[src/hdl/integer_to_text_formatter_top_defines.svh]
// assertion macros shared by the formatter rtl
`ifndef INTEGER_TO_TEXT_FORMATTER_TOP_DEFINES_SVH
`define INTEGER_TO_TEXT_FORMATTER_TOP_DEFINES_SVH

// same-cycle implication, checked on every rising edge out of reset
`define ITF_ASSERT_NOW(label, ante, cons, msg) \
    label: assert property (@(posedge i_clk) disable iff (!i_rst_n) \
        (ante) |-> (cons)) else $error(msg);

// next-cycle implication
`define ITF_ASSERT_NEXT(label, ante, cons, msg) \
    label: assert property (@(posedge i_clk) disable iff (!i_rst_n) \
        (ante) |=> (cons)) else $error(msg);

`endif

[src/hdl/itf_pkg.sv]
`timescale 1ns / 1ps

package itf_pkg;

    // data widths
    localparam int VALUE_W    = 32;
    localparam int CHAR_W     = 8;
    localparam int DIGIT_W    = 4;
    localparam int RADIX_W    = 5;
    localparam int LEN_W      = 7;
    localparam int CNT_W      = 6;
    localparam int BIT_W      = 5;
    localparam int PRE_CHARS  = 4;
    localparam int PRE_CNT_W  = 3;
    localparam int CFG_IDX_W  = 3;
    localparam int CFG_DATA_W = 6;

    // a 32-bit magnitude has at most 32 digits (radix 2)
    localparam int MAX_DIGITS = 32;

    // longest body that is still printed
    localparam int BUFFER_SIZE = 64;

    localparam logic [RADIX_W-1:0] RADIX_MIN   = 5'd2;
    localparam logic [RADIX_W-1:0] RADIX_MAX   = 5'd16;
    localparam logic [RADIX_W-1:0] RADIX_OCT   = 5'd8;
    localparam logic [RADIX_W-1:0] RADIX_HEX   = 5'd16;
    localparam logic [RADIX_W-1:0] RADIX_RESET = 5'd10;

    localparam logic [BIT_W-1:0] BIT_LAST = BIT_W'(VALUE_W - 1);

    // ascii codes
    localparam logic [CHAR_W-1:0] CH_ZERO      = 8'h30;
    localparam logic [CHAR_W-1:0] CH_ALPHA_OFS = 8'h57;
    localparam logic [CHAR_W-1:0] CH_X         = 8'h78;
    localparam logic [CHAR_W-1:0] CH_MINUS     = 8'h2d;
    localparam logic [CHAR_W-1:0] CH_PLUS      = 8'h2b;
    localparam logic [CHAR_W-1:0] CH_SPACE     = 8'h20;
    localparam logic [CHAR_W-1:0] CH_NUL       = 8'h00;

    typedef enum logic [CFG_IDX_W-1:0] {
        CFG_RADIX       = 3'd0,
        CFG_MIN_WIDTH   = 3'd1,
        CFG_PRECISION   = 3'd2,
        CFG_ALT_FORM    = 3'd3,
        CFG_FORCE_SIGN  = 3'd4,
        CFG_SPACE_FLAG  = 3'd5,
        CFG_ZERO_PAD    = 3'd6,
        CFG_FLUSH_LEFT  = 3'd7
    } t_cfg_idx;

    typedef enum logic [5:0] {
        S_IDLE = 6'b000001,
        S_DIV  = 6'b000010,
        S_LEN  = 6'b000100,
        S_PAD  = 6'b001000,
        S_EMIT = 6'b010000,
        S_ERR  = 6'b100000
    } t_state;

    // digit value to lower-case ascii
    function automatic logic [CHAR_W-1:0] digit_char(input logic [DIGIT_W-1:0] d);
        logic [CHAR_W-1:0] ext;
        ext = {{(CHAR_W-DIGIT_W){1'b0}}, d};
        if (d < 4'd10) begin
            digit_char = ext + CH_ZERO;
        end else begin
            digit_char = ext + CH_ALPHA_OFS;
        end
    endfunction

endpackage

[src/hdl/integer_to_text_formatter_top.sv]
`timescale 1ns / 1ps
`include "integer_to_text_formatter_top_defines.svh"

// Integer to text formatter. Each transfer on the slave stream carries one
// signed 32-bit value; the block answers with its printf-style text on the
// master stream, one ASCII character per transfer, tlast on the final one.
// The text is: optional "0"/"0x" prefix (octal/hex with alt_form), sign
// ('-' when negative, '+' with force_sign unless alt_form), a space when
// space_flag and the value is not negative, zeros up to the precision,
// then the magnitude digits in the configured radix (2..16, clamped),
// lower-case letters. The body is padded to min_width with spaces or
// zeros, on the left or, with flush_left, on the right; zero padding goes
// in front of prefix and sign. A body longer than BUFFER_SIZE characters
// (64 by default) yields a single transfer with tdata 0, tlast 1 and
// tuser (error) 1.
// Timing: digits come from one shared restoring divider that retires one
// quotient bit per cycle. After the input transfer the value passes
// through division (S_DIV), the length step (S_LEN) and the padding
// step (S_PAD); then S_EMIT loads the output register with one
// character per cycle while the master side keeps tready high.
// The slave side is ready only while the block is idle; it becomes ready
// again as soon as the last character sits in the output register,
// before that character is taken.
// Configuration writes (ready always high) must be made while idle:
// index 0 radix, 1 min_width, 2 precision, 3 alt_form, 4 force_sign,
// 5 space_flag, 6 zero_pad, 7 flush_left; data in the low bits.
module integer_to_text_formatter_top #(
    parameter int BUFFER_SIZE = itf_pkg::BUFFER_SIZE
) (
    input  logic                            i_clk,
    input  logic                            i_rst_n,
    // input stream
    input  logic                            i_s_axis_tvalid,
    output logic                            o_s_axis_tready,
    input  logic [itf_pkg::VALUE_W-1:0]     i_s_axis_tdata,   // [31:0] value
    // output stream
    output logic                            o_m_axis_tvalid,
    input  logic                            i_m_axis_tready,
    output logic [itf_pkg::CHAR_W-1:0]      o_m_axis_tdata,   // [7:0] char_code
    output logic                            o_m_axis_tlast,   // last
    output logic                            o_m_axis_tuser,   // [0] error
    // register write channel
    input  logic                            i_cfg_valid,
    output logic                            o_cfg_ready,
    input  logic [itf_pkg::CFG_IDX_W-1:0]   i_cfg_index,
    input  logic [itf_pkg::CFG_DATA_W-1:0]  i_cfg_data
);

    // ------------------------------------------------------------------
    // configuration registers
    // ------------------------------------------------------------------
    logic [itf_pkg::RADIX_W-1:0] r_radix;
    logic [itf_pkg::CNT_W-1:0]   r_min_width;
    logic [itf_pkg::CNT_W-1:0]   r_precision;
    logic                        r_alt_form;
    logic                        r_force_sign;
    logic                        r_space_flag;
    logic                        r_zero_pad;
    logic                        r_flush_left;

    // ------------------------------------------------------------------
    // sequencer and datapath registers
    // ------------------------------------------------------------------
    itf_pkg::t_state r_state, n_state;

    logic                            r_neg;
    logic [itf_pkg::VALUE_W-1:0]     r_quo;      // dividend, becomes quotient
    logic [itf_pkg::DIGIT_W-1:0]     r_rem;      // partial remainder
    logic [itf_pkg::BIT_W-1:0]       r_bit;      // quotient bit counter
    logic [itf_pkg::CNT_W-1:0]       r_ndig;     // digits produced
    logic [itf_pkg::DIGIT_W-1:0]     r_dig [itf_pkg::MAX_DIGITS];  // digit stack

    logic [itf_pkg::PRE_CHARS*itf_pkg::CHAR_W-1:0] r_pre;  // prefix chars, first low
    logic [itf_pkg::PRE_CNT_W-1:0]   r_pre_len;
    logic [itf_pkg::LEN_W-1:0]       r_zend;     // body index where digits start
    logic [itf_pkg::LEN_W-1:0]       r_blen;
    logic [itf_pkg::LEN_W-1:0]       r_pad;
    logic [itf_pkg::LEN_W-1:0]       r_total;
    logic [itf_pkg::LEN_W-1:0]       r_k;        // output position

    // output register
    logic                            r_tvalid;
    logic [itf_pkg::CHAR_W-1:0]      r_tdata;
    logic                            r_tlast;
    logic                            r_tuser;

    // ------------------------------------------------------------------
    // combinational helpers
    // ------------------------------------------------------------------
    logic                            w_in_xfer;
    logic                            w_load;
    logic [itf_pkg::RADIX_W-1:0]     w_radix;
    logic [itf_pkg::RADIX_W-1:0]     w_shift;
    logic                            w_ge;
    logic [itf_pkg::DIGIT_W-1:0]     w_rem_nx;
    logic [itf_pkg::VALUE_W-1:0]     w_quo_nx;
    logic                            w_digit_done;

    logic [itf_pkg::PRE_CHARS*itf_pkg::CHAR_W-1:0] w_pre;
    logic [itf_pkg::PRE_CNT_W-1:0]   w_pre_cnt;
    logic                            w_sign_on;
    logic [itf_pkg::CHAR_W-1:0]      w_sign_ch;
    logic [itf_pkg::CNT_W-1:0]       w_dig_span;   // max(precision, digits)
    logic [itf_pkg::CNT_W-1:0]       w_zeros;

    logic [itf_pkg::LEN_W-1:0]       w_fw_ext;
    logic                            w_too_long;
    logic [itf_pkg::LEN_W-1:0]       w_body_idx;
    logic                            w_in_pad;
    logic                            w_in_pre;
    logic                            w_in_zero;
    logic [itf_pkg::CHAR_W-1:0]      w_pad_ch;
    logic [itf_pkg::CHAR_W-1:0]      w_char;
    logic                            w_last_char;

    assign w_in_xfer = i_s_axis_tvalid && o_s_axis_tready;
    assign w_load    = !r_tvalid || i_m_axis_tready;

    // radix clamped to 2..16
    assign w_radix = (r_radix < itf_pkg::RADIX_MIN) ? itf_pkg::RADIX_MIN :
                     (r_radix > itf_pkg::RADIX_MAX) ? itf_pkg::RADIX_MAX : r_radix;

    // one restoring division step: shift in the next dividend bit,
    // subtract the radix when it fits
    assign w_shift      = {r_rem, r_quo[itf_pkg::VALUE_W-1]};
    assign w_ge         = (w_shift >= w_radix);
    assign w_rem_nx     = w_ge ? itf_pkg::DIGIT_W'(w_shift - w_radix)
                               : w_shift[itf_pkg::DIGIT_W-1:0];
    assign w_quo_nx     = {r_quo[itf_pkg::VALUE_W-2:0], w_ge};
    assign w_digit_done = (r_bit == itf_pkg::BIT_LAST);

    // prefix, sign and space, packed in output order
    assign w_sign_on = r_neg || (r_force_sign && !r_alt_form);
    assign w_sign_ch = r_neg ? itf_pkg::CH_MINUS : itf_pkg::CH_PLUS;

    always_comb begin
        w_pre     = '0;
        w_pre_cnt = '0;
        if (r_alt_form && (w_radix == itf_pkg::RADIX_OCT || w_radix == itf_pkg::RADIX_HEX)) begin
            w_pre[itf_pkg::CHAR_W-1:0] = itf_pkg::CH_ZERO;
            w_pre_cnt                  = 3'd1;
        end
        if (r_alt_form && w_radix == itf_pkg::RADIX_HEX) begin
            w_pre[2*itf_pkg::CHAR_W-1:itf_pkg::CHAR_W] = itf_pkg::CH_X;
            w_pre_cnt                                  = 3'd2;
        end
        if (w_sign_on) begin
            w_pre[{w_pre_cnt[1:0], 3'b000} +: itf_pkg::CHAR_W] = w_sign_ch;
            w_pre_cnt = w_pre_cnt + 3'd1;
        end
        if (!r_neg && r_space_flag) begin
            w_pre[{w_pre_cnt[1:0], 3'b000} +: itf_pkg::CHAR_W] = itf_pkg::CH_SPACE;
            w_pre_cnt = w_pre_cnt + 3'd1;
        end
    end

    assign w_dig_span = (r_precision > r_ndig) ? r_precision : r_ndig;
    assign w_zeros    = (r_precision > r_ndig) ? (r_precision - r_ndig) : '0;

    // padding decision
    assign w_fw_ext   = {1'b0, r_min_width};
    assign w_too_long = (r_blen > itf_pkg::LEN_W'(BUFFER_SIZE));

    // character select for the current output position
    assign w_body_idx  = r_flush_left ? r_k : (r_k - r_pad);
    assign w_in_pad    = (!r_flush_left && (r_k < r_pad)) ||
                         (r_flush_left && (r_k >= r_blen));
    assign w_in_pre    = (w_body_idx < {4'b0000, r_pre_len});
    assign w_in_zero   = (w_body_idx < r_zend);
    assign w_pad_ch    = r_zero_pad ? itf_pkg::CH_ZERO : itf_pkg::CH_SPACE;
    assign w_last_char = (r_k == (r_total - 7'd1));

    always_comb begin
        if (w_in_pad) begin
            w_char = w_pad_ch;
        end else if (w_in_pre) begin
            w_char = r_pre[itf_pkg::CHAR_W-1:0];
        end else if (w_in_zero) begin
            w_char = itf_pkg::CH_ZERO;
        end else begin
            w_char = itf_pkg::digit_char(r_dig[0]);
        end
    end

    // ------------------------------------------------------------------
    // sequencer
    // ------------------------------------------------------------------
    always_comb begin
        n_state = r_state;
        unique case (r_state)
            itf_pkg::S_IDLE: begin
                if (w_in_xfer) n_state = itf_pkg::S_DIV;
            end
            itf_pkg::S_DIV: begin
                // stop once a digit leaves a zero quotient
                if (w_digit_done && (w_quo_nx == '0)) n_state = itf_pkg::S_LEN;
            end
            itf_pkg::S_LEN: begin
                n_state = itf_pkg::S_PAD;
            end
            itf_pkg::S_PAD: begin
                n_state = w_too_long ? itf_pkg::S_ERR : itf_pkg::S_EMIT;
            end
            itf_pkg::S_EMIT: begin
                if (w_load && w_last_char) n_state = itf_pkg::S_IDLE;
            end
            itf_pkg::S_ERR: begin
                if (w_load) n_state = itf_pkg::S_IDLE;
            end
            default: begin
                n_state = itf_pkg::S_IDLE;
            end
        endcase
    end

    // control registers
    always_ff @(posedge i_clk) begin
        if (!i_rst_n) begin
            r_state       <= itf_pkg::S_IDLE;
            r_radix       <= itf_pkg::RADIX_RESET;
            r_min_width   <= '0;
            r_precision   <= '0;
            r_alt_form    <= 1'b0;
            r_force_sign  <= 1'b0;
            r_space_flag  <= 1'b0;
            r_zero_pad    <= 1'b0;
            r_flush_left  <= 1'b0;
            r_bit         <= '0;
            r_ndig        <= '0;
            r_k           <= '0;
            r_tvalid      <= 1'b0;
        end else begin
            r_state <= n_state;

            // register writes
            if (i_cfg_valid && o_cfg_ready) begin
                unique case (itf_pkg::t_cfg_idx'(i_cfg_index))
                    itf_pkg::CFG_RADIX:       r_radix       <= i_cfg_data[itf_pkg::RADIX_W-1:0];
                    itf_pkg::CFG_MIN_WIDTH:   r_min_width   <= i_cfg_data;
                    itf_pkg::CFG_PRECISION:   r_precision   <= i_cfg_data;
                    itf_pkg::CFG_ALT_FORM:    r_alt_form    <= i_cfg_data[0];
                    itf_pkg::CFG_FORCE_SIGN:  r_force_sign  <= i_cfg_data[0];
                    itf_pkg::CFG_SPACE_FLAG:  r_space_flag  <= i_cfg_data[0];
                    itf_pkg::CFG_ZERO_PAD:    r_zero_pad    <= i_cfg_data[0];
                    itf_pkg::CFG_FLUSH_LEFT:  r_flush_left  <= i_cfg_data[0];
                endcase
            end

            if (r_state == itf_pkg::S_IDLE && w_in_xfer) begin
                r_bit  <= '0;
                r_ndig <= '0;
            end

            if (r_state == itf_pkg::S_DIV) begin
                r_bit <= r_bit + 5'd1;   // wraps to zero after the last bit
                if (w_digit_done) r_ndig <= r_ndig + 6'd1;
            end

            if (r_state == itf_pkg::S_PAD) begin
                r_k <= '0;
            end

            // output register valid
            if ((r_state == itf_pkg::S_EMIT || r_state == itf_pkg::S_ERR) && w_load) begin
                r_tvalid <= 1'b1;
            end else if (i_m_axis_tready) begin
                r_tvalid <= 1'b0;
            end

            if (r_state == itf_pkg::S_EMIT && w_load) begin
                r_k <= r_k + 7'd1;
            end
        end
    end

    // datapath registers
    always_ff @(posedge i_clk) begin
        if (r_state == itf_pkg::S_IDLE && w_in_xfer) begin
            r_neg <= i_s_axis_tdata[itf_pkg::VALUE_W-1];
            r_quo <= i_s_axis_tdata[itf_pkg::VALUE_W-1] ? (32'd0 - i_s_axis_tdata)
                                                         : i_s_axis_tdata;
            r_rem <= '0;
        end

        if (r_state == itf_pkg::S_DIV) begin
            r_quo <= w_quo_nx;
            if (w_digit_done) begin
                // push the new digit; the most significant ends on top
                r_rem    <= '0;
                r_dig[0] <= w_rem_nx;
                for (int i = 1; i < itf_pkg::MAX_DIGITS; i++) begin
                    r_dig[i] <= r_dig[i-1];
                end
            end else begin
                r_rem <= w_rem_nx;
            end
        end

        if (r_state == itf_pkg::S_LEN) begin
            r_pre     <= w_pre;
            r_pre_len <= w_pre_cnt;
            r_blen    <= {4'b0000, w_pre_cnt} + {1'b0, w_dig_span};
            r_zend    <= {4'b0000, w_pre_cnt} + {1'b0, w_zeros};
        end

        if (r_state == itf_pkg::S_PAD) begin
            if (r_min_width != '0 && w_fw_ext >= r_blen) begin
                r_pad   <= w_fw_ext - r_blen;
                r_total <= w_fw_ext;
            end else begin
                r_pad   <= '0;
                r_total <= r_blen;
            end
        end

        if (r_state == itf_pkg::S_EMIT && w_load) begin
            r_tdata <= w_char;
            r_tlast <= w_last_char;
            r_tuser <= 1'b0;
            if (!w_in_pad && w_in_pre) begin
                r_pre <= r_pre >> itf_pkg::CHAR_W;
            end
            if (!w_in_pad && !w_in_pre && !w_in_zero) begin
                // pop the digit stack
                for (int i = 0; i < itf_pkg::MAX_DIGITS - 1; i++) begin
                    r_dig[i] <= r_dig[i+1];
                end
            end
        end

        if (r_state == itf_pkg::S_ERR && w_load) begin
            r_tdata <= itf_pkg::CH_NUL;
            r_tlast <= 1'b1;
            r_tuser <= 1'b1;
        end
    end

    // ------------------------------------------------------------------
    // ports
    // ------------------------------------------------------------------
    assign o_s_axis_tready = (r_state == itf_pkg::S_IDLE);
    assign o_cfg_ready     = 1'b1;
    assign o_m_axis_tvalid = r_tvalid;
    assign o_m_axis_tdata  = r_tdata;
    assign o_m_axis_tlast  = r_tlast;
    assign o_m_axis_tuser  = r_tuser;

    // ------------------------------------------------------------------
    // assertions
    // ------------------------------------------------------------------
    // an error transfer is always the sole, and so the final, one
    `ITF_ASSERT_NOW(a_err_is_last, r_tvalid && r_tuser, r_tlast, "error without last")
    // the output position never runs past the run length
    `ITF_ASSERT_NOW(a_pos_in_range, r_state == itf_pkg::S_EMIT, r_k < r_total, "position overrun")
    // a 32-bit magnitude never yields more digits than the stack holds
    `ITF_ASSERT_NOW(a_digits_fit, r_state == itf_pkg::S_LEN,
        r_ndig != '0 && r_ndig <= itf_pkg::CNT_W'(itf_pkg::MAX_DIGITS), "digit count out of range")
    // loading the final character returns the sequencer to idle
    `ITF_ASSERT_NEXT(a_last_to_idle, r_state == itf_pkg::S_EMIT && w_load && w_last_char,
        r_state == itf_pkg::S_IDLE && r_tvalid && r_tlast, "no return to idle after last")

endmodule

[config.mk]
export PLATFORM = sky130hd
export DESIGN_NAME = integer_to_text_formatter_top
export DESIGN_NICKNAME = d
export VERILOG_FILES = /design/src/hdl/itf_pkg.sv /design/src/hdl/integer_to_text_formatter_top.sv
export VERILOG_INCLUDE_DIRS = /design/src /design/src/hdl
export SDC_FILE = /design/constraint.sdc
export NUM_CORES = 1
export LEC_CHECK = 0
export ABC_AREA = 1
export BUFFER_PORTS_ARGS = -buffer_cell sky130_fd_sc_hd__buf_2
export CAP_MARGIN = 40
export CORE_MARGIN = 10
export CORE_UTILIZATION = 53
export DETAILED_ROUTE_END_ITERATION = 8
export HOLD_SLACK_MARGIN = 0.15
export PLACE_DENSITY = 0.73
export SYNTH_ARGS = -nofsm -noshare
export SYNTH_HDL_FRONTEND = slang
export SYNTH_SLANG_ARGS = --single-unit
[constraint.sdc]
create_clock -name i_clk -period 5.85 [get_ports i_clk]
set_clock_uncertainty 0.05 [all_clocks]
set_input_delay 0.2925 -clock i_clk [delete_from_list [all_inputs] [get_ports i_clk]]
set_output_delay 0.2925 -clock i_clk [all_outputs]
set_load 0.01 [all_outputs]
Word level (Yosys, flattened, before mapping). Memories as Yosys holds them, arrays and structs flattened. Index checks and enable logic that the tools add are counted.

Register bits: 157. RAM bits: 128. Bits of input ports: 46. Output and inout bits: 13. Word-level logic and storage cells: 239. Memories kept: 1.

$add $sub $neg: 17. Order comparisons: 11. Equal/unequal tests: 21. Shift operators: 4. Multiplexer cells: 84. Bitwise gates (word level): 31. Reduce and logical (&&, ||, !) cells: 44.

Memory list: r_dig (depth 32, width 4, rd ports 32, clocked after memory_dff 0, wr ports 32, RTL line integer_to_text_formatter_top.sv:71) `logic [itf_pkg::DIGIT_W-1:0] r_dig [itf_pkg::MAX_DIGITS];`.

Operators with widths (count): $mux 32 (8); $mux 4 (35); $mux 6 (12); $bwmux 32 (2); $shift 8x7->32 const A (2); $pmux 6 s6 (1); $logic_not 32->1 (1); $mux 8 (4); $shiftx 8x7->32 (1); $shiftx 8x7->32 const A (1); $sub 1x32->32 const A (1); $or 1x1->1 (31); $mux 7 (4); $mux 5 (5); $logic_and 1x1->1 (17); $reduce_and 2->1 (8); $add 3x6->7 (2); $lt 7x7->1 (2); $neg 5->7 (2); $eq 3x3->1 const B (4); $eq 5x5->1 const B (2); $mux 1 (9); $mux 3 (3); $add 4x7->8 const B (1); other kinds (38) (54).

Logic depth before layout (Yosys ltp). Gate-level depths: netlist of run 1.

Depth in word-level cells: 17. Gate-level depth with buffers: 23. Depth with buffers taken out: 22.

Worst setup path before layout of run 1. OpenSTA, ideal clock, no wires.

Kind: flip-flop to flip-flop. Start: reg r_k[0] (netlist bit). End: mem r_dig[0][0] (netlist bit), enable pin. Setup time: 1084 ps. Arrival time: 4806 ps. Data required time: 4716 ps. Setup slack: -90 ps. Cell stages (with the launch flop): 20. Buffers on the path: 2. Period minus slack after synthesis: 5940 ps. Cell sequence: dfxtp_1 -> inv_1 -> ha_1 -> inv_1 -> fa_1 -> nand2_1 -> nand3_1 -> nand2_1 -> nand3_1 -> nand2_1 -> inv_1 -> ha_1 -> a21oi_1 -> o21ai_0 -> a21oi_1 -> nor2_1 -> nand2_1 -> buf_6 -> buf_6 -> nand2_1.

RTL lines: from (decl) (RTL line integer_to_text_formatter_top.sv:79) `logic [itf_pkg::LEN_W-1:0] r_k;`; from (signal assigned) (RTL line integer_to_text_formatter_top.sv:271) `r_k <= r_k + 7'd1;`; to (decl) (RTL line integer_to_text_formatter_top.sv:71).

==> summary.md, run 1 <==
| Metric | Value |
|---|---|
| Post-route standard cell area excluding fillers | `17,000 sq um` |
| Drt drc | `0` |
| Crit path max fanout | `65` |
| Fraction of final layout cells with drive strength greater than 1 | `7.58%` |
| Areal power density over the cells | `269 nW/um^2` |
| IR Drop Worst-Case VDD | `0.205 mV` |
| EDFF count, synth | `196` |
| Multi-input gate area | `6180 sq um` |
| Minimum clock period | `3840 ps` |
| Tcrit/Tclk final | `65.7%` |
| Reg2Reg Launch Point | `r_k[0]$_SDFFE_PN0P_` |
| Normalized max-slew margin | `45.4%` |
| Maximum achievable frequency | `260 MHz` |
| Count of endpoints failing setup in the final report | `0` |
| Post-CTS clock slew at the launch and capture registers of the worst setup and hold paths | `70 ps` |
| Post-synthesis cell type with the largest combined area | `edfxtp_1` |
| CP max stage cell | `buf_4` |
| Number of detailed-routing iterations run before antenna repair | `5` |
| Leakage power summed over all cells | `0.00744 uW` |
| Hold_sp | `i_s_axis_tdata[6]` |
| Flip-flop and latch count after synthesis | `285` |
| # Max-Cap Violations | `0` |
| Fraction of registers with async set/reset | `0%` |
| Die width | `188 um` |
| Endpoint arrival time on the critical path | `4070 ps` |
| Iteration-0 DRC count of the detailed router | `981` |
| Clock network latency to the later pin of the worst-skew pair | `550 ps` |
| Fraction of post-synthesis cell area in the top cell type by area | `39.4%` |
| Number of antenna violations at the first check in global routing | `0` |
| Number of instances resized during post-cts repair | `0` |
| TritonCTS clock tree | `yes` |
| Required time worst endpoint | `6080 ps` |
| Post-CTS setup buffer count | `0` |
| Vertical die dimension | `188 um` |
| Commonest cells after routing, fill and taps aside | `nand2_1 (542), inv_1 (207), edfxtp_1 (196)` |
| Global routing usage summed across all routing layers | `17.7%` |
| Net Count, Synth | `1,896` |
| Fillers | `2,395` |
| Max-slew violation count | `0` |
| Buffer levels on the longest clock path | `3` |
| Least-Margin Pin Slew | `814 ps` |
| Setup CP Type | `flop to flop` |
| Most common cell after layout, fill and taps aside | `nand2_1` |
| Deepest level of the CTS H-tree | `1` |
| Final count of hold timing violations | `0` |
| Signed area change from the synthesized netlist to the final layout | `13.5%` |
| Sequential fraction of the synthesis area | `51.3%` |
| Setup TNS after final layout | `0 ps` |
| Max stage delay on crit path | `510 ps` |
| Post-Syn Instances | `1,787` |
| Via count | `11,900` |
| Synthesis warning total | `0` |
| Unrepaired setup endpoints after global routing | `no` |
| Post-synthesis instance area | `14,900 sq um` |
| Antenna cell count | `0` |
| Footprint of the flip-flops and latches | `7670 sq um` |
| Launch point of the critical path | `r_k[0]$_SDFFE_PN0P_` |
| Buf+Inv Stages, Crit Path | `4` |
| Number of nets in the layout | `1,972` |
| Vias per cell | `5.27` |
| CTS Hold Bufs | `37` |
| Placement Cell Area | `15,600 sq um` |
| TritonCTS Sinks | `285` |
| Core box area | `27,800 sq um` |
| Count of buffers from port buffering | `57` |
| Average detailed-routed wire length per instance | `14.1 um` |
| Outcome | `complete, no violations` |
| Wire length of the first global-routing pass | `53.6 mm` |
| Pin count of the biggest net entering global routing | `66` |
| Floorplan die area | `35,300 sq um` |
| CTS buffer count | `29` |
| Total detailed-routing wirelength | `31.9 mm` |
| Routability congestion estimate from global placement | `0.888` |
| Sort of element at the end of the critical path | `flop` |
| Post-DP HPWL | `22.1 mm` |
| Vias in the first global route | `11,200` |
| Mean post-synth cell area | `8.36 sq um` |
| Number of top-level pins | `59` |
| Worst min-delay path class | `input pin to flop` |
| Leading register cell type out of synthesis | `edfxtp_1` |
| Worst slack on hold paths | `152 ps` |
| Startpoint type of the worst setup path | `flop` |
| Starting Density | `53.8%` |
| Gr ovfl total | `0` |
| Most area-consuming cells after synthesis | `edfxtp_1 (39%), nand2_1 (14%), dfxtp_1 (12%)` |
| Count of distinct cell types in the synthesized netlist | `53` |
| Final ANT Viol Nets | `0` |
| Crit-path leading delay family | `adder cells` |
| Worst-path cell chain | `inv_1 > ha_1 > inv_1 > fa_1 > nand2_1 > nand3_1 > nand2_1 > nand3_1 > nand2_1 > inv_1 > ha_1 > a21oi_1 > o21ai_0 > a21oi_1 > nor2_1 > nand2_2 > buf_4 > o21ai_0` |
| Cell at the root of the clock tree | `clkbuf_16` |
| Cell row count | `61` |
-- worst paths after layout --
kind | to | slack [ps] | cells past startpoint
worst max-delay path | r_dig[0][71]$_DFFE_PP_ | 2010 | 18
worst min-delay path | r_quo[6]$_DFFE_PP_ | 150 | 3
worst max register to register | r_dig[0][71]$_DFFE_PP_ | 2010 | 18
worst min register to register | r_dig[0][127]$_DFFE_PP_ | 400 | 0
-- synthesized netlist by cell type (15+ instances only) --
cell type / number
nand2_1: 544
inv_1: 207
edfxtp_1: 196
nor2_1: 162
o21ai_0: 133
a21oi_1: 89
dfxtp_1: 89
nand3_1: 77
ha_1: 57
clkbuf_1: 35
nand4_1: 24
xor2_1: 23
nor3_1: 15
-- registers in the layout (all words and copies together), names as in the netlist, 3 cells and up --
signal / count
r_dig: 128
r_pre: 32
r_quo: 32
o_m_axis_tdata: 8
r_blen: 7
r_k: 7
r_pad: 7
r_total: 7
r_zend: 7
r_min_width: 6
r_ndig: 6
r_precision: 6
r_state: 6
r_bit: 5
r_radix: 5
r_rem: 4
r_pre_len: 3
-- final cells by class --
class	count	area share, %
Clock buffer	48	5.74
Sequential cell	285	45.2
Clock inverter	6	0.347
Timing Repair Buffer	107	4.72
Multi-Input combinational cell	1225	36.4
Tap cell	378	2.79
Inverter	215	4.76
-- metrics by stage --
stage                     util (%)  setup slack (ps)  std cells  total power, uW
after global routing          61.0              1610       2264             4740
after global placement        55.8              1680       2170             2630
after detailed placement      56.0              1960       2173             2640
after CTS                     61.0              1980       2264             4600
final                         61.0              2010       2264             4570
after floorplan                  -              1180       1787             2540
-- worst register-to-register path, cell delays in order (launching register included) --
cell and delay, ps:
dfxtp_1 340, inv_1 140, ha_1 170, inv_1 70, fa_1 430, nand2_1 110, nand3_1 70, nand2_1 60
nand3_1 60, nand2_1 150, inv_1 60, ha_1 290, a21oi_1 150, o21ai_0 100, a21oi_1 330, nor2_1 180
nand2_2 150, buf_4 510, o21ai_0 150
-- per-layer routing --
| layer | up-vias | track usage, % | wire length (um) |
|---|---|---|---|
| met1 | 5530 | 24.8 | 15200 |
| li1 | 6034 | - | - |
| met2 | 325 | 28.1 | 14200 |
| met4 | 0 | 4.62 | 604 |
| met5 | - | 0 | 0 |
| met3 | 50 | 2.49 | 1830 |
-- power breakdown --
part	internal [uW]	switching [uW]	total (uW)
clock network	1180	768	1950
registers	2230	45.8	2280
logic	135	207	342
-- logic make-up (layout without fill, tap and decap cells) --
family / count (synthesis) / after routing / synth area share [%]
flops: 285 / 285 / 51.3
simple gates: 855 / 855 / 23.5
fa+ha+maj: 63 / 63 / 5.58
compound gates: 266 / 266 / 9.65
mux: 2 / 2 / 0.142
other cells: 1 / 1 / 0.0251
buf+inv: 277 / 376 / 7.43
xor+xnor: 38 / 38 / 2.32
No activity file was read; power rests on OpenSTA's default activity.
==> run 2, diff against run 1 <==
--- a/config.mk
+++ b/config.mk
@@ -13,7 +13,7 @@
 export CORE_UTILIZATION = 53
 export DETAILED_ROUTE_END_ITERATION = 8
 export HOLD_SLACK_MARGIN = 0.15
-export PLACE_DENSITY = 0.73
+export PLACE_DENSITY = 0.7
 export SYNTH_ARGS = -nofsm -noshare
 export SYNTH_HDL_FRONTEND = slang
 export SYNTH_SLANG_ARGS = --single-unit
==> constraint.sdc (replaced) <==
create_clock -name i_clk -period 3.6 [get_ports i_clk]
set_clock_uncertainty 0.05 [all_clocks]
set_input_delay 0.18 -clock i_clk [delete_from_list [all_inputs] [get_ports i_clk]]
set_output_delay 0.18 -clock i_clk [all_outputs]
set_load 0.01 [all_outputs]
==> summary.md, run 2 (synthesized netlist as in run 1, its figures left out) <==
| Metric | Value |
|---|---|
| Fraction of final layout cells with drive strength greater than 1 | `8.42%` |
| Count of buffers from port buffering | `57` |
| Biggest regs | `r_dig: 128 flops, r_pre: 32 flops, r_quo: 32 flops` |
| Minimum clock period | `3400 ps` |
| Worst min-delay path class | `input pin to flop` |
| Vertical die dimension | `188 um` |
| Max stage delay on crit path | `410 ps` |
| Average detailed-routed wire length per instance | `14.2 um` |
| Drt drc | `0` |
| Final ANT Viol Nets | `0` |
| Count of cells along the worst register-to-register path | `17` |
| Largest register FFs | `128` |
| Cell at the root of the clock tree | `clkbuf_16` |
| Global routing usage summed across all routing layers | `18.3%` |
| Required time worst endpoint | `3870 ps` |
| Leakage power summed over all cells | `0.00763 uW` |
| Hold_sp | `i_m_axis_tready` |
| Worst slack on hold paths | `211 ps` |
| Post-CTS clock slew at the launch and capture registers of the worst setup and hold paths | `60 ps` |
| Die width | `188 um` |
| Number of detailed-routing iterations run before antenna repair | `5` |
| Number of nets in the layout | `2,019` |
| Core box area | `27,800 sq um` |
| TritonCTS clock tree | `yes` |
| Gr ovfl total | `0` |
| Commonest cells after routing, fill and taps aside | `nand2_1 (541), inv_1 (206), edfxtp_1 (196)` |
| Areal power density over the cells | `420 nW/um^2` |
| Worst setup slack for register-to-register paths | `200 ps` |
| Worst-case hold path end point | `r_state[5]$_SDFFE_PN0P_` |
| Setup CP Type | `flop to flop` |
| Wire length of the first global-routing pass | `55.6 mm` |
| Startpoint type of the worst setup path | `flop` |
| Fillers | `2,368` |
| End of the worst register-to-register path | `r_dig[0][60]$_DFFE_PP_` |
| Cell row count | `61` |
| Post-route insts no fill | `2,313` |
| Iteration-0 DRC count of the detailed router | `1,007` |
| IR Drop Worst-Case VDD | `0.349 mV` |
| Worst-path cell chain | `inv_2 > ha_1 > inv_1 > fa_1 > xnor2_1 > o21ai_1 > ha_1 > a21oi_1 > o21a_1 > nand2_1 > nor2_2 > nand3_4 > nand2_2 > inv_1 > nand2_4 > nand2_8 > buf_12` |
| Register ranked first by flip-flop count | `r_dig` |
| Antenna cell count | `0` |
| Signed area change from the synthesized netlist to the final layout | `16.6%` |
| Via count | `12,100` |
| Count of endpoints failing setup in the final report | `0` |
| Number of top-level pins | `59` |
| Clock network latency to the later pin of the worst-skew pair | `570 ps` |
| Deepest level of the CTS H-tree | `1` |
| Normalized max-slew margin | `46.9%` |
| Final count of hold timing violations | `0` |
| Routability congestion estimate from global placement | `0.913` |
| Buffer levels on the longest clock path | `3` |
| Max-slew violation count | `0` |
| Least-Margin Pin Slew | `791 ps` |
| CP max stage cell | `fa_1` |
| Total detailed-routing wirelength | `32.8 mm` |
| Endpoint arrival time on the critical path | `3670 ps` |
| Pin count of the biggest net entering global routing | `80` |
| Cell total after placement | `2,187` |
| Starting Density | `53.8%` |
| Sort of element at the end of the critical path | `flop` |
| Outcome | `complete, no violations` |
| Maximum achievable frequency | `294 MHz` |
| CTS buffer count | `31` |
| Most common cell after layout, fill and taps aside | `nand2_1` |
| Crit path max fanout | `30` |
| Floorplan die area | `35,300 sq um` |
| # Max-Cap Violations | `0` |
| Vias in the first global route | `11,800` |
| Vias per cell | `5.22` |
| Post-DP HPWL | `22.3 mm` |
| Reg2Reg Launch Point | `r_k[0]$_SDFFE_PN0P_` |
| Number of antenna violations at the first check in global routing | `0` |
| Tcrit/Tclk final | `94.5%` |
| TritonCTS Sinks | `285` |
| Cells on Worst Hold Path | `6` |
## run 2: cell type report
cell class	count	area, sq um	share of cell area [%]
flip-flops and latches	285	7670	44.0
clock inverters	19	165	0.948
multi-input cells	1226	6220	35.7
clock buffers	39	806	4.63
repair buffers	151	1270	7.30
well taps	378	473	2.72
inverters	215	807	4.63
## run 2: layer usage
layer	global-route usage (%)	share of wire (%)	vias up
met5	0	0	-
met4	5.60	2.3	0
met2	29.4	45	333
met3	2.76	5.5	59
met1	24.8	47	5529
li1	-	-	6143
## run 2: worst max path at each step
stage                                    from                     end
after floorplan           r_k[0]$_SDFFE_PN0P_   r_dig[0][0]$_DFFE_PP_
after global placement    r_k[0]$_SDFFE_PN0P_  r_dig[0][23]$_DFFE_PP_
after detailed placement  r_k[0]$_SDFFE_PN0P_  r_dig[0][26]$_DFFE_PP_
after CTS                 r_k[0]$_SDFFE_PN0P_  r_dig[0][10]$_DFFE_PP_
after global routing      r_k[0]$_SDFFE_PN0P_  r_dig[0][20]$_DFFE_PP_
final                     r_k[0]$_SDFFE_PN0P_  r_dig[0][60]$_DFFE_PP_
## run 2: power by group
part | switching (uW) | internal, uW
logic | 345 | 241
registers | 74.1 | 3630
clock network | 1290 | 1730
## run 2: what timing repair did
action                     CTS  global route
resized for setup            0             7
buffers inserted             0             2
hold endpoints to repair    67             0
hold buffers                64             0
setup endpoints to repair    0           161
## run 2: worst max-delay path: cells and delay by family, from the launching register on
kind / cells / cell delay (ps)
adder cells (fa/ha/maj): 3 / 830
AND/OR/NAND/NOR: 6 / 750
AO/OA/AOI/OAI: 3 / 500
buffers and inverters: 4 / 480
flip-flops: 1 / 350
XOR/XNOR: 1 / 150
## run 2: per-stage QoR
stage	total power, uW	setup TNS, ps	instance area (sq um)	setup slack [ps]	utilization, %
2_1_floorplan	4120	0	15000	16.5	-
6_report	7310	0	17400	197	62.7
4_1_cts	7360	0	17300	108	62.4
5_1_grt	7610	-1580	17400	-27.1	62.7
3_5_place_dp	4290	0	15700	124	56.6
3_3_place_gp	4270	0	15700	186	56.5
==> run 3, diff against run 2 <==
--- a/config.mk
+++ b/config.mk
@@ -11,6 +11,7 @@
 export CAP_MARGIN = 40
 export CORE_MARGIN = 10
 export CORE_UTILIZATION = 53
+export CTS_BUF_LIST = sky130_fd_sc_hd__clkbuf_8
 export DETAILED_ROUTE_END_ITERATION = 8
 export HOLD_SLACK_MARGIN = 0.15
 export PLACE_DENSITY = 0.7
==> summary.md, run 3 (synthesized netlist as in run 1, its figures left out) <==
| Metric | Value |
|---|---|
| Count of buffers from port buffering | `57` |
| IR Drop Worst-Case VDD | `0.285 mV` |
| Crit path max fanout | `30` |
| Antenna cell count | `0` |
| Areal power density over the cells | `406 nW/um^2` |
| Commonest cells after routing, fill and taps aside | `nand2_1 (541), inv_1 (227), edfxtp_1 (196)` |
| Vias per cell | `5.20` |
| Number of detailed-routing iterations run before antenna repair | `6` |
| Cell row count | `61` |
| Final count of hold timing violations | `0` |
| Maximum achievable frequency | `295 MHz` |
| Average detailed-routed wire length per instance | `14.1 um` |
| Leakage power summed over all cells | `0.00772 uW` |
| TritonCTS clock tree | `yes` |
| Tcrit/Tclk final | `94.3%` |
| Via count | `12,200` |
| Wire length of the first global-routing pass | `55.9 mm` |
| Count of endpoints failing setup in the final report | `0` |
| Cell at the root of the clock tree | `clkbuf_8` |
| Sort of element at the end of the critical path | `flop` |
| Starting Density | `53.8%` |
| Global routing usage summed across all routing layers | `18.4%` |
| Most common cell after layout, fill and taps aside | `nand2_1` |
| Minimum clock period | `3390 ps` |
| Worst min-delay path class | `input pin to flop` |
| Signed area change from the synthesized netlist to the final layout | `16.4%` |
| Setup CP Type | `flop to flop` |
| Clock network latency to the later pin of the worst-skew pair | `570 ps` |
| Gr ovfl total | `0` |
| Vias in the first global route | `11,900` |
| Startpoint type of the worst setup path | `flop` |
| Register ranked first by flip-flop count | `r_dig` |
| Vertical die dimension | `188 um` |
| Fraction of final layout cells with drive strength greater than 1 | `9.04%` |
| Number of antenna violations at the first check in global routing | `0` |
| Share of the core filled with cells | `62.6%` |
| Post-route standard cell area excluding fillers | `17,400 sq um` |
| Die width | `188 um` |
| Least-Margin Pin Slew | `773 ps` |
| Number of nets in the layout | `2,039` |
| Core box area | `27,800 sq um` |
| Final ANT Viol Nets | `0` |
| Endpoint arrival time on the critical path | `3650 ps` |
| Post-CTS clock slew at the launch and capture registers of the worst setup and hold paths | `60 ps` |
| # Max-Cap Violations | `0` |
| Buffer levels on the longest clock path | `3` |
| TritonCTS Sinks | `285` |
| Outcome | `complete, no violations` |
| Normalized max-slew margin | `48.1%` |
| Pin count of the biggest net entering global routing | `80` |
| Routability congestion estimate from global placement | `0.913` |
| Number of top-level pins | `59` |
| Deepest level of the CTS H-tree | `2` |
| Post-DP HPWL | `22.3 mm` |
| Floorplan die area | `35,300 sq um` |
| Placement Cell Area | `15,700 sq um` |
| Required time worst endpoint | `3860 ps` |
| CTS buffer count | `49` |
| Iteration-0 DRC count of the detailed router | `988` |
| Total detailed-routing wirelength | `33.2 mm` |
| Biggest regs | `r_dig: 128 flops, r_pre: 32 flops, r_quo: 32 flops` |
| Drt drc | `0` |
| Largest register FFs | `128` |
| Max-slew violation count | `0` |
-- run 3: worst max-delay path, stage by stage, from the launching register on --
cell     delay (ps)
dfxtp_1         350
inv_2           110
ha_1            140
inv_1            60
fa_1            410
xnor2_1         150
o21ai_1         200
ha_1            280
a21oi_1         150
o21a_1          150
nand2_1          60
nor2_2          160
nand3_4         130
nand2_2         110
inv_1            90
nand2_4         130
nand2_8         140
buf_16          230
-- run 3: worst paths after layout --
path	startpoint	to	slack, ps	cells past startpoint
worst max register to register	r_k[0]$_SDFFE_PN0P_	r_dig[0][44]$_DFFE_PP_	210	17
worst min-delay path	i_m_axis_tready	r_state[5]$_SDFFE_PN0P_	230	6
worst max-delay path	r_k[0]$_SDFFE_PN0P_	r_dig[0][44]$_DFFE_PP_	210	17
worst min register to register	r_dig[0][123]$_DFFE_PP_	r_dig[0][127]$_DFFE_PP_	400	0
-- run 3: final cells by class --
| cell class | count | area [sq um] |
|---|---|---|
| inverter | 215 | 807 |
| clock buffer | 51 | 702 |
| clock inverter | 39 | 215 |
| timing repair buffer | 153 | 1290 |
| tap | 378 | 473 |
| fill | 2408 | 10400 |
| multi-input combinational | 1226 | 6220 |
| sequential | 285 | 7670 |
-- run 3: stage by stage --
| step | hold slack (ps) | cells | worst slack (ps) | power (uW) | TNS (ps) |
|---|---|---|---|---|---|
| after floorplan | 229 | 1787 | 16.5 | 4120 | 0 |
| after global placement | 386 | 2186 | 186 | 4270 | 0 |
| after detailed placement | 388 | 2187 | 124 | 4290 | 0 |
| after CTS | 176 | 2341 | 100 | 7100 | 0 |
| after global routing | 214 | 2347 | -10.5 | 7380 | -32.4 |
| final | 226 | 2347 | 206 | 7060 | 0 |
-- run 3: what timing repair did --
item | CTS | global route
resized for setup | 0 | 8
endpoints found under the setup margin | 0 | 163
hold buffers | 64 | 0
endpoints found under the hold margin | 67 | 0
setup buffers | 0 | 4
-- run 3: report_power, final --
part / switching, uW / internal (uW) / leakage [uW]
Combinational: 344 / 245 / 0.00485
Sequential: 73.7 / 3630 / 0.00232
Clock: 1300 / 1460 / 0.000546
-- run 3: layer usage --
metal  share of wire [%]  wire (um)  global-route usage, %
met3                 5.4       1780                   3.53
met1                  47      15700                   25.1
met5                   0          0                      0
met2                  45      14900                   28.9
met4                 2.5        831                   6.31
